## src/sv/lob_pkg.sv

```systemverilog
`timescale 1ns / 1ps
`default_nettype none
// ----------------------------------------------------------------------------
// Order book package
// Shared types, constants and codes for the limit order book matcher.
// ----------------------------------------------------------------------------
package lob_pkg;

  localparam int unsigned BookDepth   = 16;
  localparam int unsigned SymbolChars = 8;
  localparam int unsigned MaxResults  = 32;
  localparam int unsigned SlotW       = $clog2(BookDepth);
  localparam int unsigned CntW        = $clog2(MaxResults + 1);

  localparam logic [7:0] CharBuy  = 8'h42;
  localparam logic [7:0] CharSell = 8'h53;

  typedef enum logic [1:0] {
    OP_PLACE  = 2'd0,
    OP_CANCEL = 2'd1,
    OP_PRINT  = 2'd2,
    OP_BAD    = 2'd3
  } op_e;

  typedef enum logic [1:0] {
    KIND_FILL   = 2'd0,
    KIND_CANCEL = 2'd1,
    KIND_ENTRY  = 2'd2,
    KIND_ERROR  = 2'd3
  } kind_e;

  typedef enum logic [3:0] {
    ERR_ACTION    = 4'd0,
    ERR_DUPLICATE = 4'd1,
    ERR_SYM_LONG  = 4'd2,
    ERR_SYM_MISS  = 4'd3,
    ERR_SIDE      = 4'd4,
    ERR_QTY       = 4'd5,
    ERR_PX        = 4'd6,
    ERR_NOT_FOUND = 4'd7,
    ERR_EMPTY     = 4'd8,
    ERR_FULL      = 4'd9
  } err_e;

  typedef enum logic [3:0] {
    ST_IDLE,
    ST_FIND,
    ST_DECODE,
    ST_SCAN,
    ST_FILL_IN,
    ST_FILL_REST,
    ST_REST,
    ST_PSCAN,
    ST_PEMIT,
    ST_DONE
  } state_e;

  // Commands from the controller to the datapath.
  typedef struct packed {
    logic  latch;       // capture the input transaction
    logic  scan_clr;    // restart the slot scan
    logic  scan_step;   // examine one slot
    logic  prt;         // the scan ranks by print order
    logic  emit_err;    // present an error result
    err_e  err;
    logic  emit_ok;     // present a cancel confirmation
    logic  cancel;      // free the found slot
    logic  emit_in;     // incoming fill
    logic  emit_rest;   // resting fill, and update the resting slot
    logic  rest;        // rest the remainder
    logic  emit_entry;  // book entry for the selected slot
    logic  last;
  } cmd_t;

  // Status from the datapath to the controller.
  typedef struct packed {
    logic             scan_end;
    logic             found;
    logic             best_ok;
    logic             more_match;
    logic             free_ok;
    logic             any_valid;
    logic             qty_left;
    logic             more_print;
    err_e             chk_err;
    logic             chk_bad;
    logic [CntW-1:0]  n;
  } stat_t;

endpackage : lob_pkg
`default_nettype wire

```

## src/sv/limit_order_book_matcher.sv

```systemverilog
`timescale 1ns / 1ps
`default_nettype none
// ----------------------------------------------------------------------------
// Limit order book matcher
// Price-time priority order book over one shared sixteen-slot store.
// ----------------------------------------------------------------------------
// An error, cancel or unknown transaction gives its one result after the id
// search and the decode step. A place adds a slot scan plus two results per
// match, print a slot scan and one result per entry. busy falls once the final
// result is out, so one transaction is in flight at a time; the receiver
// cannot stall.
// Reset empties the book at once and clears the arrival count.
module limit_order_book_matcher import lob_pkg::*; (
  input  wire logic         clk_i,
  input  wire logic         rst_ni,
  input  wire logic         start,
  output logic              busy,
  input  wire logic [1:0]   operation_i,
  input  wire logic [31:0]  order_id_i,
  input  wire logic [63:0]  symbol_i,
  input  wire logic [3:0]   symbol_length_i,
  input  wire logic [7:0]   side_char_i,
  input  wire logic [15:0]  quantity_i,
  input  wire logic signed [39:0] limit_price_i,
  output logic              result_valid_o,
  output logic [1:0]        result_kind_o,
  output logic [31:0]       result_order_id_o,
  output logic [63:0]       result_symbol_o,
  output logic              result_side_o,
  output logic [15:0]       result_qty_o,
  output logic [38:0]       result_price_o,
  output logic [3:0]        error_code_o,
  output logic              last_of_run_o
);

  cmd_t  cmd;
  stat_t st;

  lob_ctrl u_ctrl (
    .clk_i       (clk_i),
    .rst_ni      (rst_ni),
    .start_i     (start),
    .operation_i (operation_i),
    .busy_o      (busy),
    .cmd_o       (cmd),
    .st_i        (st)
  );

  lob_dp u_dp (
    .clk_i             (clk_i),
    .rst_ni            (rst_ni),
    .order_id_i        (order_id_i),
    .symbol_i          (symbol_i),
    .symbol_length_i   (symbol_length_i),
    .side_char_i       (side_char_i),
    .quantity_i        (quantity_i),
    .limit_price_i     (limit_price_i),
    .cmd_i             (cmd),
    .st_o              (st),
    .result_valid_o    (result_valid_o),
    .result_kind_o     (result_kind_o),
    .result_order_id_o (result_order_id_o),
    .result_symbol_o   (result_symbol_o),
    .result_side_o     (result_side_o),
    .result_qty_o      (result_qty_o),
    .result_price_o    (result_price_o),
    .error_code_o      (error_code_o),
    .last_of_run_o     (last_of_run_o)
  );

endmodule : limit_order_book_matcher
`default_nettype wire

```

## src/sv/lob_ctrl.sv

```systemverilog
`timescale 1ns / 1ps
`default_nettype none
// ----------------------------------------------------------------------------
// Order book controller
// Sequences find, check, match, rest and print steps of one transaction.
// ----------------------------------------------------------------------------
module lob_ctrl import lob_pkg::*; (
  input  wire logic  clk_i,
  input  wire logic  rst_ni,
  input  wire logic  start_i,
  input  wire logic [1:0] operation_i,
  output logic       busy_o,
  output cmd_t       cmd_o,
  input  stat_t      st_i
);

  state_e state_q, state_d;
  op_e    op_q;
  logic   again;

  always_ff @(posedge clk_i or negedge rst_ni) begin
    if (!rst_ni) begin
      state_q <= ST_IDLE;
      op_q    <= OP_PLACE;
    end else begin
      state_q <= state_d;
      if (start_i && state_q == ST_IDLE) op_q <= op_e'(operation_i);
    end
  end

  assign busy_o = (state_q != ST_IDLE);

  // Another fill pair follows only if quantity is left, a second candidate
  // was seen in the last scan and the result budget allows one more pair.
  assign again = st_i.qty_left && st_i.more_match &&
                 (st_i.n <= CntW'(MaxResults - 2));

  always_comb begin
    state_d = state_q;
    case (state_q)
      ST_IDLE:      if (start_i) state_d = ST_FIND;
      ST_FIND:      if (st_i.scan_end) state_d = ST_DECODE;
      ST_DECODE: begin
        case (op_q)
          OP_PLACE:  state_d = st_i.chk_bad ? ST_IDLE : ST_SCAN;
          OP_PRINT:  state_d = st_i.any_valid ? ST_PSCAN : ST_IDLE;
          default:   state_d = ST_IDLE;
        endcase
      end
      ST_SCAN: begin
        if (st_i.scan_end) begin
          state_d = st_i.best_ok ? ST_FILL_IN : ST_REST;
        end
      end
      ST_FILL_IN:   state_d = ST_FILL_REST;
      ST_FILL_REST: begin
        if (again) begin
          state_d = ST_SCAN;
        end else if (st_i.qty_left) begin
          state_d = ST_REST;
        end else begin
          state_d = ST_DONE;
        end
      end
      ST_REST:      state_d = ST_IDLE;
      ST_PSCAN:     if (st_i.scan_end) state_d = ST_PEMIT;
      ST_PEMIT:     state_d = st_i.more_print ? ST_PSCAN : ST_IDLE;
      ST_DONE:      state_d = ST_IDLE;
      default:      state_d = ST_IDLE;
    endcase
  end

  always_comb begin
    cmd_o = '0;
    cmd_o.err = ERR_ACTION;
    case (state_q)
      ST_IDLE: begin
        cmd_o.latch    = start_i;
        cmd_o.scan_clr = 1'b1;
      end
      ST_FIND: begin
        cmd_o.scan_step = 1'b1;
      end
      ST_DECODE: begin
        cmd_o.scan_clr = 1'b1;
        cmd_o.last     = 1'b1;
        case (op_q)
          OP_PLACE: begin
            cmd_o.emit_err = st_i.chk_bad;
            cmd_o.err      = st_i.chk_err;
          end
          OP_CANCEL: begin
            cmd_o.emit_err = !st_i.found;
            cmd_o.err      = ERR_NOT_FOUND;
            cmd_o.emit_ok  = st_i.found;
            cmd_o.cancel   = st_i.found;
          end
          OP_PRINT: begin
            cmd_o.emit_err = !st_i.any_valid;
            cmd_o.err      = ERR_EMPTY;
          end
          default: begin
            cmd_o.emit_err = 1'b1;
            cmd_o.err      = ERR_ACTION;
          end
        endcase
      end
      ST_SCAN: begin
        cmd_o.scan_step = 1'b1;
      end
      ST_FILL_IN: cmd_o.emit_in = 1'b1;
      ST_FILL_REST: begin
        cmd_o.emit_rest = 1'b1;
        cmd_o.scan_clr  = 1'b1;
        // A remainder after a fill always finds the emptied slot, so it rests
        // without a result and this fill closes the run.
        cmd_o.last = !again;
      end
      ST_REST: begin
        cmd_o.rest     = st_i.free_ok && st_i.qty_left;
        cmd_o.emit_err = !st_i.free_ok && st_i.qty_left && (st_i.n < CntW'(MaxResults));
        cmd_o.err      = ERR_FULL;
        cmd_o.last     = 1'b1;
      end
      ST_PSCAN: begin
        cmd_o.scan_step = 1'b1;
        cmd_o.prt       = 1'b1;
      end
      ST_PEMIT: begin
        cmd_o.emit_entry = 1'b1;
        cmd_o.scan_clr   = 1'b1;
        cmd_o.last       = !st_i.more_print;
      end
      default: ;
    endcase
  end

  // A result strobe only leaves a working state.
  assert property (@(posedge clk_i) disable iff (!rst_ni)
    (cmd_o.emit_in || cmd_o.emit_rest) |-> busy_o)
    else $error("fill outside a transaction");
  assert property (@(posedge clk_i) disable iff (!rst_ni)
    state_q == ST_FILL_IN |=> state_q == ST_FILL_REST)
    else $error("fill pair broken");
  assert property (@(posedge clk_i) disable iff (!rst_ni)
    (state_q == ST_IDLE && start_i) |=> state_q == ST_FIND)
    else $error("start not taken");

endmodule : lob_ctrl
`default_nettype wire

```

## src/sv/lob_dp.sv

```systemverilog
`timescale 1ns / 1ps
`default_nettype none
// ----------------------------------------------------------------------------
// Order book datapath
// Slot store, one-slot-per-cycle scan unit and result register.
// ----------------------------------------------------------------------------
module lob_dp import lob_pkg::*; (
  input  wire logic         clk_i,
  input  wire logic         rst_ni,
  input  wire logic [31:0]  order_id_i,
  input  wire logic [63:0]  symbol_i,
  input  wire logic [3:0]   symbol_length_i,
  input  wire logic [7:0]   side_char_i,
  input  wire logic [15:0]  quantity_i,
  input  wire logic signed [39:0] limit_price_i,
  input  cmd_t              cmd_i,
  output stat_t             st_o,
  output logic              result_valid_o,
  output logic [1:0]        result_kind_o,
  output logic [31:0]       result_order_id_o,
  output logic [63:0]       result_symbol_o,
  output logic              result_side_o,
  output logic [15:0]       result_qty_o,
  output logic [38:0]       result_price_o,
  output logic [3:0]        error_code_o,
  output logic              last_of_run_o
);

  logic [BookDepth-1:0] valid_q;
  logic [BookDepth-1:0] printed_q;
  logic [31:0] sid_q  [BookDepth];
  logic [63:0] ssym_q [BookDepth];
  logic        sside_q[BookDepth];
  logic [15:0] sqty_q [BookDepth];
  logic [38:0] spx_q  [BookDepth];
  logic [31:0] sarr_q [BookDepth];
  logic [31:0] arrival_q;

  logic [31:0] id_q;
  logic [63:0] sym_q;
  logic [3:0]  len_q;
  logic [7:0]  sc_q;
  logic [15:0] qty_q;
  logic [39:0] px_q;
  logic [CntW-1:0] n_q;

  logic [SlotW:0]   idx_q;
  logic             found_q, best_ok_q, free_ok_q, multi_q;
  logic [SlotW-1:0] found_s_q, best_s_q, free_s_q;

  logic [SlotW-1:0] idx;
  logic             side_in;
  logic [63:0]      sym_eff;
  logic [15:0]      fill;

  assign idx     = idx_q[SlotW-1:0];
  assign side_in = (sc_q == CharSell);
  assign fill    = (qty_q < sqty_q[best_s_q]) ? qty_q : sqty_q[best_s_q];

  always_comb begin
    sym_eff = sym_q;
    for (int k = 1; k < 8; k++) begin
      if (len_q == 4'(k)) sym_eff = sym_q & ~(64'hFFFF_FFFF_FFFF_FFFF >> (8 * k));
    end
  end

  // Scan candidate tests for the current slot.
  logic cand, better, pbetter;
  logic [31:0] age_c, age_b;
  assign age_c = arrival_q - sarr_q[idx];
  assign age_b = arrival_q - sarr_q[best_s_q];

  always_comb begin
    cand = !cmd_i.prt && valid_q[idx] && (sside_q[idx] != side_in) &&
           (ssym_q[idx] == sym_eff) &&
           (side_in ? (spx_q[idx] >= px_q[38:0]) : (spx_q[idx] <= px_q[38:0]));
    if (spx_q[idx] != spx_q[best_s_q]) begin
      better = side_in ? (spx_q[idx] > spx_q[best_s_q]) : (spx_q[idx] < spx_q[best_s_q]);
    end else begin
      better = age_c > age_b;
    end
    if (sside_q[idx] != sside_q[best_s_q]) begin
      pbetter = sside_q[idx];
    end else if (spx_q[idx] != spx_q[best_s_q]) begin
      pbetter = spx_q[idx] > spx_q[best_s_q];
    end else begin
      pbetter = sside_q[idx] ? (age_c < age_b) : (age_c > age_b);
    end
  end

  logic scan_end;
  assign scan_end = (idx_q == (SlotW + 1)'(BookDepth - 1));

  always_ff @(posedge clk_i or negedge rst_ni) begin
    if (!rst_ni) begin
      valid_q        <= '0;
      printed_q      <= '0;
      arrival_q      <= '0;
      n_q            <= '0;
      idx_q          <= '0;
      found_q        <= 1'b0;
      best_ok_q      <= 1'b0;
      free_ok_q      <= 1'b0;
      multi_q        <= 1'b0;
      result_valid_o <= 1'b0;
    end else begin
      result_valid_o <= 1'b0;
      if (cmd_i.latch) begin
        n_q       <= '0;
        found_q   <= 1'b0;
        printed_q <= '0;
      end
      if (cmd_i.scan_clr) begin
        idx_q     <= '0;
        best_ok_q <= 1'b0;
        multi_q   <= 1'b0;
        // A resting order that this fill empties leaves its slot free.
        free_ok_q <= cmd_i.emit_rest && (sqty_q[best_s_q] == fill);
        free_s_q  <= best_s_q;
      end else if (cmd_i.scan_step) begin
        idx_q <= idx_q + 1'b1;
        if (valid_q[idx] && sid_q[idx] == id_q) begin
          found_q   <= 1'b1;
          found_s_q <= idx;
        end
        if (!valid_q[idx] && !free_ok_q) begin
          free_ok_q <= 1'b1;
          free_s_q  <= idx;
        end
        if (cand && best_ok_q) multi_q <= 1'b1;
        // Print selection reuses best: next unprinted valid slot in order.
        if (cmd_i.prt) begin
          if (valid_q[idx] && !printed_q[idx] && (!best_ok_q || pbetter)) begin
            best_ok_q <= 1'b1;
            best_s_q  <= idx;
          end
        end else if (cand && (!best_ok_q || better)) begin
          best_ok_q <= 1'b1;
          best_s_q  <= idx;
        end
      end
      if (cmd_i.emit_err || cmd_i.emit_ok || cmd_i.emit_in || cmd_i.emit_rest ||
          cmd_i.emit_entry) begin
        result_valid_o <= 1'b1;
        n_q            <= n_q + 1'b1;
      end
      if (cmd_i.cancel) valid_q[found_s_q] <= 1'b0;
      if (cmd_i.emit_rest) begin
        sqty_q[best_s_q] <= sqty_q[best_s_q] - fill;
        if (sqty_q[best_s_q] == fill) valid_q[best_s_q] <= 1'b0;
      end
      if (cmd_i.emit_entry) printed_q[best_s_q] <= 1'b1;
      if (cmd_i.rest) begin
        valid_q[free_s_q] <= 1'b1;
        sid_q[free_s_q]   <= id_q;
        ssym_q[free_s_q]  <= sym_eff;
        sside_q[free_s_q] <= side_in;
        sqty_q[free_s_q]  <= qty_q;
        spx_q[free_s_q]   <= px_q[38:0];
        sarr_q[free_s_q]  <= arrival_q;
        arrival_q         <= arrival_q + 32'd1;
      end
    end
  end

  // Transaction fields, held for the whole transaction; the open quantity
  // drops with each fill.
  always_ff @(posedge clk_i) begin
    if (cmd_i.latch) begin
      id_q  <= order_id_i;
      sym_q <= symbol_i;
      len_q <= symbol_length_i;
      sc_q  <= side_char_i;
      qty_q <= quantity_i;
      px_q  <= limit_price_i;
    end else if (cmd_i.emit_rest) begin
      qty_q <= qty_q - fill;
    end
  end

  // Result register.
  always_ff @(posedge clk_i) begin
    result_kind_o     <= KIND_ERROR;
    result_order_id_o <= id_q;
    result_symbol_o   <= '0;
    result_side_o     <= 1'b0;
    result_qty_o      <= '0;
    result_price_o    <= '0;
    error_code_o      <= cmd_i.emit_err ? cmd_i.err : ERR_ACTION;
    last_of_run_o     <= cmd_i.last;
    if (cmd_i.emit_ok) result_kind_o <= KIND_CANCEL;
    if (cmd_i.emit_in || cmd_i.emit_rest) begin
      result_kind_o   <= KIND_FILL;
      result_symbol_o <= sym_eff;
      result_qty_o    <= fill;
      result_price_o  <= spx_q[best_s_q];
      if (cmd_i.emit_rest) result_order_id_o <= sid_q[best_s_q];
    end
    if (cmd_i.emit_entry) begin
      result_kind_o     <= KIND_ENTRY;
      result_order_id_o <= sid_q[best_s_q];
      result_symbol_o   <= ssym_q[best_s_q];
      result_side_o     <= sside_q[best_s_q];
      result_qty_o      <= sqty_q[best_s_q];
      result_price_o    <= spx_q[best_s_q];
    end
  end

  always_comb begin
    st_o            = '0;
    st_o.scan_end   = scan_end;
    st_o.found      = found_q;
    st_o.best_ok    = best_ok_q || (cmd_i.scan_step && cand);
    st_o.more_match = multi_q;
    st_o.free_ok    = free_ok_q;
    st_o.any_valid  = |valid_q;
    st_o.qty_left   = cmd_i.emit_rest ? (qty_q != fill) : (qty_q != 16'd0);
    st_o.more_print = |(valid_q & ~printed_q & ~(BookDepth'(1) << best_s_q)) &&
                      (n_q < CntW'(MaxResults - 1));
    st_o.n          = n_q + 1'b1;
    st_o.chk_bad    = 1'b1;
    if (found_q)                            st_o.chk_err = ERR_DUPLICATE;
    else if (len_q > 4'(SymbolChars))       st_o.chk_err = ERR_SYM_LONG;
    else if (len_q == 4'd0)                 st_o.chk_err = ERR_SYM_MISS;
    else if (sc_q != CharBuy && sc_q != CharSell) st_o.chk_err = ERR_SIDE;
    else if (qty_q == 16'd0)                st_o.chk_err = ERR_QTY;
    else if (px_q == 40'd0 || px_q[39])     st_o.chk_err = ERR_PX;
    else begin
      st_o.chk_err = ERR_ACTION;
      st_o.chk_bad = 1'b0;
    end
  end

  assert property (@(posedge clk_i) disable iff (!rst_ni)
    cmd_i.rest |-> free_ok_q && !valid_q[free_s_q])
    else $error("rest into an occupied slot");
  assert property (@(posedge clk_i) disable iff (!rst_ni)
    cmd_i.emit_rest |-> valid_q[best_s_q] && fill != 16'd0)
    else $error("fill against an empty slot");
  assert property (@(posedge clk_i) disable iff (!rst_ni)
    cmd_i.latch |=> n_q == '0)
    else $error("result count not cleared");

endmodule : lob_dp
`default_nettype wire

```

## config.mk

```make
export PLATFORM = sky130hd
export DESIGN_NAME = limit_order_book_matcher
export DESIGN_NICKNAME = d
export VERILOG_FILES = /design/src/sv/lob_pkg.sv /design/src/sv/limit_order_book_matcher.sv /design/src/sv/lob_ctrl.sv /design/src/sv/lob_dp.sv
export SDC_FILE = /design/constraint.sdc
export NUM_CORES = 2
export LEC_CHECK = 0
export ABC_AREA = 0
export BUFFER_PORTS_ARGS = -buffer_cell sky130_fd_sc_hd__buf_2
export CORE_MARGIN = 4
export CORE_UTILIZATION = 29
export DETAILED_ROUTE_END_ITERATION = 6
export GPL_ROUTABILITY_DRIVEN = 0
export PLACE_DENSITY_LB_ADDON = 0.25
export REMOVE_ABC_BUFFERS = 1
export SYNTH_ARGS = -nofsm -noshare
export SYNTH_HDL_FRONTEND = slang
export SYNTH_HIERARCHICAL = 1
export SYNTH_SLANG_ARGS = --single-unit
```

## constraint.sdc

```tcl
create_clock -name clk_i -period 25.9 [get_ports clk_i]
set_input_delay 5.18 -clock clk_i [delete_from_list [all_inputs] [get_ports clk_i]]
set_output_delay 5.18 -clock clk_i [all_outputs]
set_load 0.005 [all_outputs]
```

==> flow_summary_export.csv <==
group,metric,value,unit
grt,grt_pass1_vias,95000,
setup_path,cp.required,26.49,ns
clock_tree,clock_path_buffers,4,
place,dp_cells,15900,
detailed_routing,viasPerCell,5.47,
grt,grt_usage,0.183,
synthesis,yosys-top-cells-count,"edfxtp_1, mux4_2, nand2_1, clkbuf_1, o21ai_0",
pwr,power.density,88.3,nW/um^2
synthesis,async_flop_share,0.0255,
sta,maxSlewHeadroom,0.112,
die,die_w,748,um
grt,grt_pass1_wl,742000,um
setup_path,cp_max_fo,52,
sta,hold_viol,0,
pwr,power_leakage,58.1,nW
detailed_routing,wl_per_cell,31.7,um
sta,rsz0062_at_grt,"false",
run_status,status,"complete, but fails checks",
place,pre_cts_ws,14.24,ns
clock_tree,clk_latency,1.02,ns
clock_tree,cts_buffers,385,
layout,fin_nets,9433,
layout,final_util,0.333,
clock_tree,post_cts_resized,0,
layout,final_layout_size_suffix_gt1_frac,0.308,
synthesis,synth-main-ff-cell,"edfxtp_1",
die,die-area,559000,um^2
synthesis,yosys.area.top_type,"edfxtp_1",
setup_path,endpoint_kind,"register",
synthesis,ys_ff_latch,3369,
place,placed_area,169000,um^2
detailed_routing,first_pass_iters,7,
detailed_routing,num_vias,90800,
run,maxCapViolCount,0,
pwr,p_total,16.0,mW
sta,period_share,0.448,
synthesis,synth_warnings,6,
layout,fillers,51600,
detailed_routing,antenna_left,0,
setup_path,startpoint_type,"register",
sta,fin_ws,14.29,ns
run_status,failed_checks,"DRC",
sta,finalSetupViolations,0,
hold_path,holdCritPathClass,"reg -> reg",
synthesis,syn_inst,8696,
detailed_routing,detail_route.wirelength,526000,um
pwr,ir_drop,61.0,uV
sta,worstMarginPinSlew,1.32,ns
sta,hold-worst-slack,0.538,ns
grt,grt_overflow,0,
grt,grt_max_degree,139,
layout,synthToLayoutAreaGrowth,14.4,%
clock_tree,cts_num_sinks,3369,
synthesis,synth_top_area_frac,0.591,
sta,fmaxAchievable,0.0861,GHz
clock_tree,path_clk_slew,0.06,ns
synthesis,synth.most_common_cell,"edfxtp_1",
place,io_buffers,329,
sta,tns,0,ns
synthesis,synth.distinct_cells,93,
clock_tree,cts_setup_buffers,0,
die,coreArea,545000,um^2
clock_tree,htree_levels,5,
detailed_routing,drc,9,
clock_tree,clockRootBuffer,"clkbuf_16",
layout,finalNonFillerCells,16600,
place,hpwlAfterDp,318000,um
die,die_y,748,um
grt,antenna_found_initial,43,
synthesis,synth_edf_count,3120,
synthesis,ys_seq_area_frac,0.625,
synthesis,synth.cell_area,159000,um^2
clock_tree,holdBufCountCts,0,
sta,maxSlewViolCount,0,
clock_tree,cts_tree,"built",
die,initial_core_util,0.291,
setup_path,critical_path_class,"reg -> reg",
layout,final_cell_area,181000,um^2
synthesis,synth.area.top_cells,"edfxtp_1, mux4_2, dfxtp_1",
synthesis,avgSynthCellArea,18.2,um^2
sta,finalClockSkew,0.0753,ns
sta,period_minus_slack,11.61,ns
detailed_routing,drt_iter0_drc,9898,
setup_path,cp.arrival,12.20,ns
die,rows,271,
die,ios,330,
[registers in the layout, summed over array words and instances (netlist names), 5 cells and up, named ones only]
register                flops
u_dp/ssym_q              1024
u_dp/spx_q                624
u_dp/sarr_q               512
u_dp/sid_q                512
u_dp/sqty_q               256
u_dp/result_symbol_o       64
u_dp/sym_q                 64
u_dp/px_q                  40
u_dp/result_price_o        39
u_dp/arrival_q             32
u_dp/id_q                  32
u_dp/result_order_id_o     32
u_dp/printed_q             16
u_dp/qty_q                 16
u_dp/result_qty_o          16
u_dp/sside_q               16
u_dp/valid_q               16
u_dp/sc_q                   8
u_dp/n_q                    6
u_dp/idx_q                  5
[cell type report]
class | count | area, um^2 | share of cell area
well taps | 7234 | 9050 | 0.0499
clock inverters | 198 | 1960 | 0.0108
clock buffers | 508 | 10600 | 0.0585
inverters | 284 | 1200 | 0.00664
repair buffers | 551 | 3510 | 0.0193
flip-flops and latches | 3369 | 99100 | 0.547
multi-input cells | 4447 | 55800 | 0.308
diodes | 20 | 50.0 | 0.000276
[cell usage in the layout (no fill, tap or decap), types with 22 or more instances in the layout]
cell,instances
a211oi_1,27
ha_1,222
nor2b_1,22
edfxtp_1,3120
o21ai_0,330
clkinv_2,54
buf_2,328
xnor2_1,114
bufinv_16,32
a22o_1,61
nand3_1,68
a21o_1,56
clkbuf_16,398
inv_1,263
clkbuf_8,24
and2_1,23
nor3_1,42
nand2b_1,26
dfrtp_1,82
buf_4,207
a22oi_1,40
nand2_1,526
mux2_2,74
nand4_1,51
dfxtp_1,159
mux4_2,1635
a21oi_1,227
nor4_1,42
nor2_1,247
clkinv_1,80
mux2i_1,140
and3_1,24
xor2_1,91
clkbuf_1,86
[layer usage]
metal | wire length (um) | vias up | GRT usage
met5 | 53 | - | 0
met4 | 17400 | 8 | 0.0565
met3 | 37100 | 810 | 0.0338
met2 | 254000 | 3885 | 0.303
li1 | - | 36800 | -
met1 | 218000 | 49200 | 0.246
[kinds of logic (layout without fill, tap and decap cells)]
logic type      after synthesis  in the layout  share of synthesized area
xor+xnor                    209            209                     0.0115
flops                      3369           3369                      0.625
compound gates              977            977                     0.0386
fa+ha+maj                   227            227                     0.0181
buf+inv                     880           1541                     0.0238
other cells                   1             21                  0.0000236
simple gates               1162           1162                     0.0335
mux                        1871           1871                      0.250
[critical path, stage by stage, from the launching register on]
cell,delay [ns]
dfxtp_4,1.00
buf_4,0.72
mux4_2,0.63
mux4_2,0.53
inv_1,0.11
ha_1,0.25
a21o_1,0.18
a21o_1,0.18
a21o_1,0.18
a21o_1,0.21
a2111oi_4,0.35
buf_4,0.39
nor2_1,0.09
a21oi_1,0.31
ha_1,0.36
nand4_1,0.15
nor4_1,0.08
a21oi_1,0.71
and4_1,0.61
nand2_1,0.12
nor2_1,0.48
nand2_1,0.46
inv_8,0.62
buf_4,0.85
buf_4,0.79
buf_4,0.60
[where the power goes]
part,internal [mW],switching [mW]
combinational,1.49,2.25
clock,3.20,2.29
sequential,6.46,0.317
[final timing paths]
check,from,to,slack [ns],depth (start not counted)
min in group asynchronous,rst_ni,u_ctrl/op_q[0],4.14,1
hold reg to reg,u_dp/printed_q[0],u_dp/printed_q[0],0.54,1
setup / recovery,register,u_dp/sid_q[11][13],14.29,25
hold / removal,u_dp/printed_q[0],u_dp/printed_q[0],0.54,1
max in group asynchronous,rst_ni,u_dp/idx_q[3],20.14,3
setup reg to reg,register,u_dp/sid_q[11][13],14.29,25
Note: power is estimated with default switching activity, not from simulation.
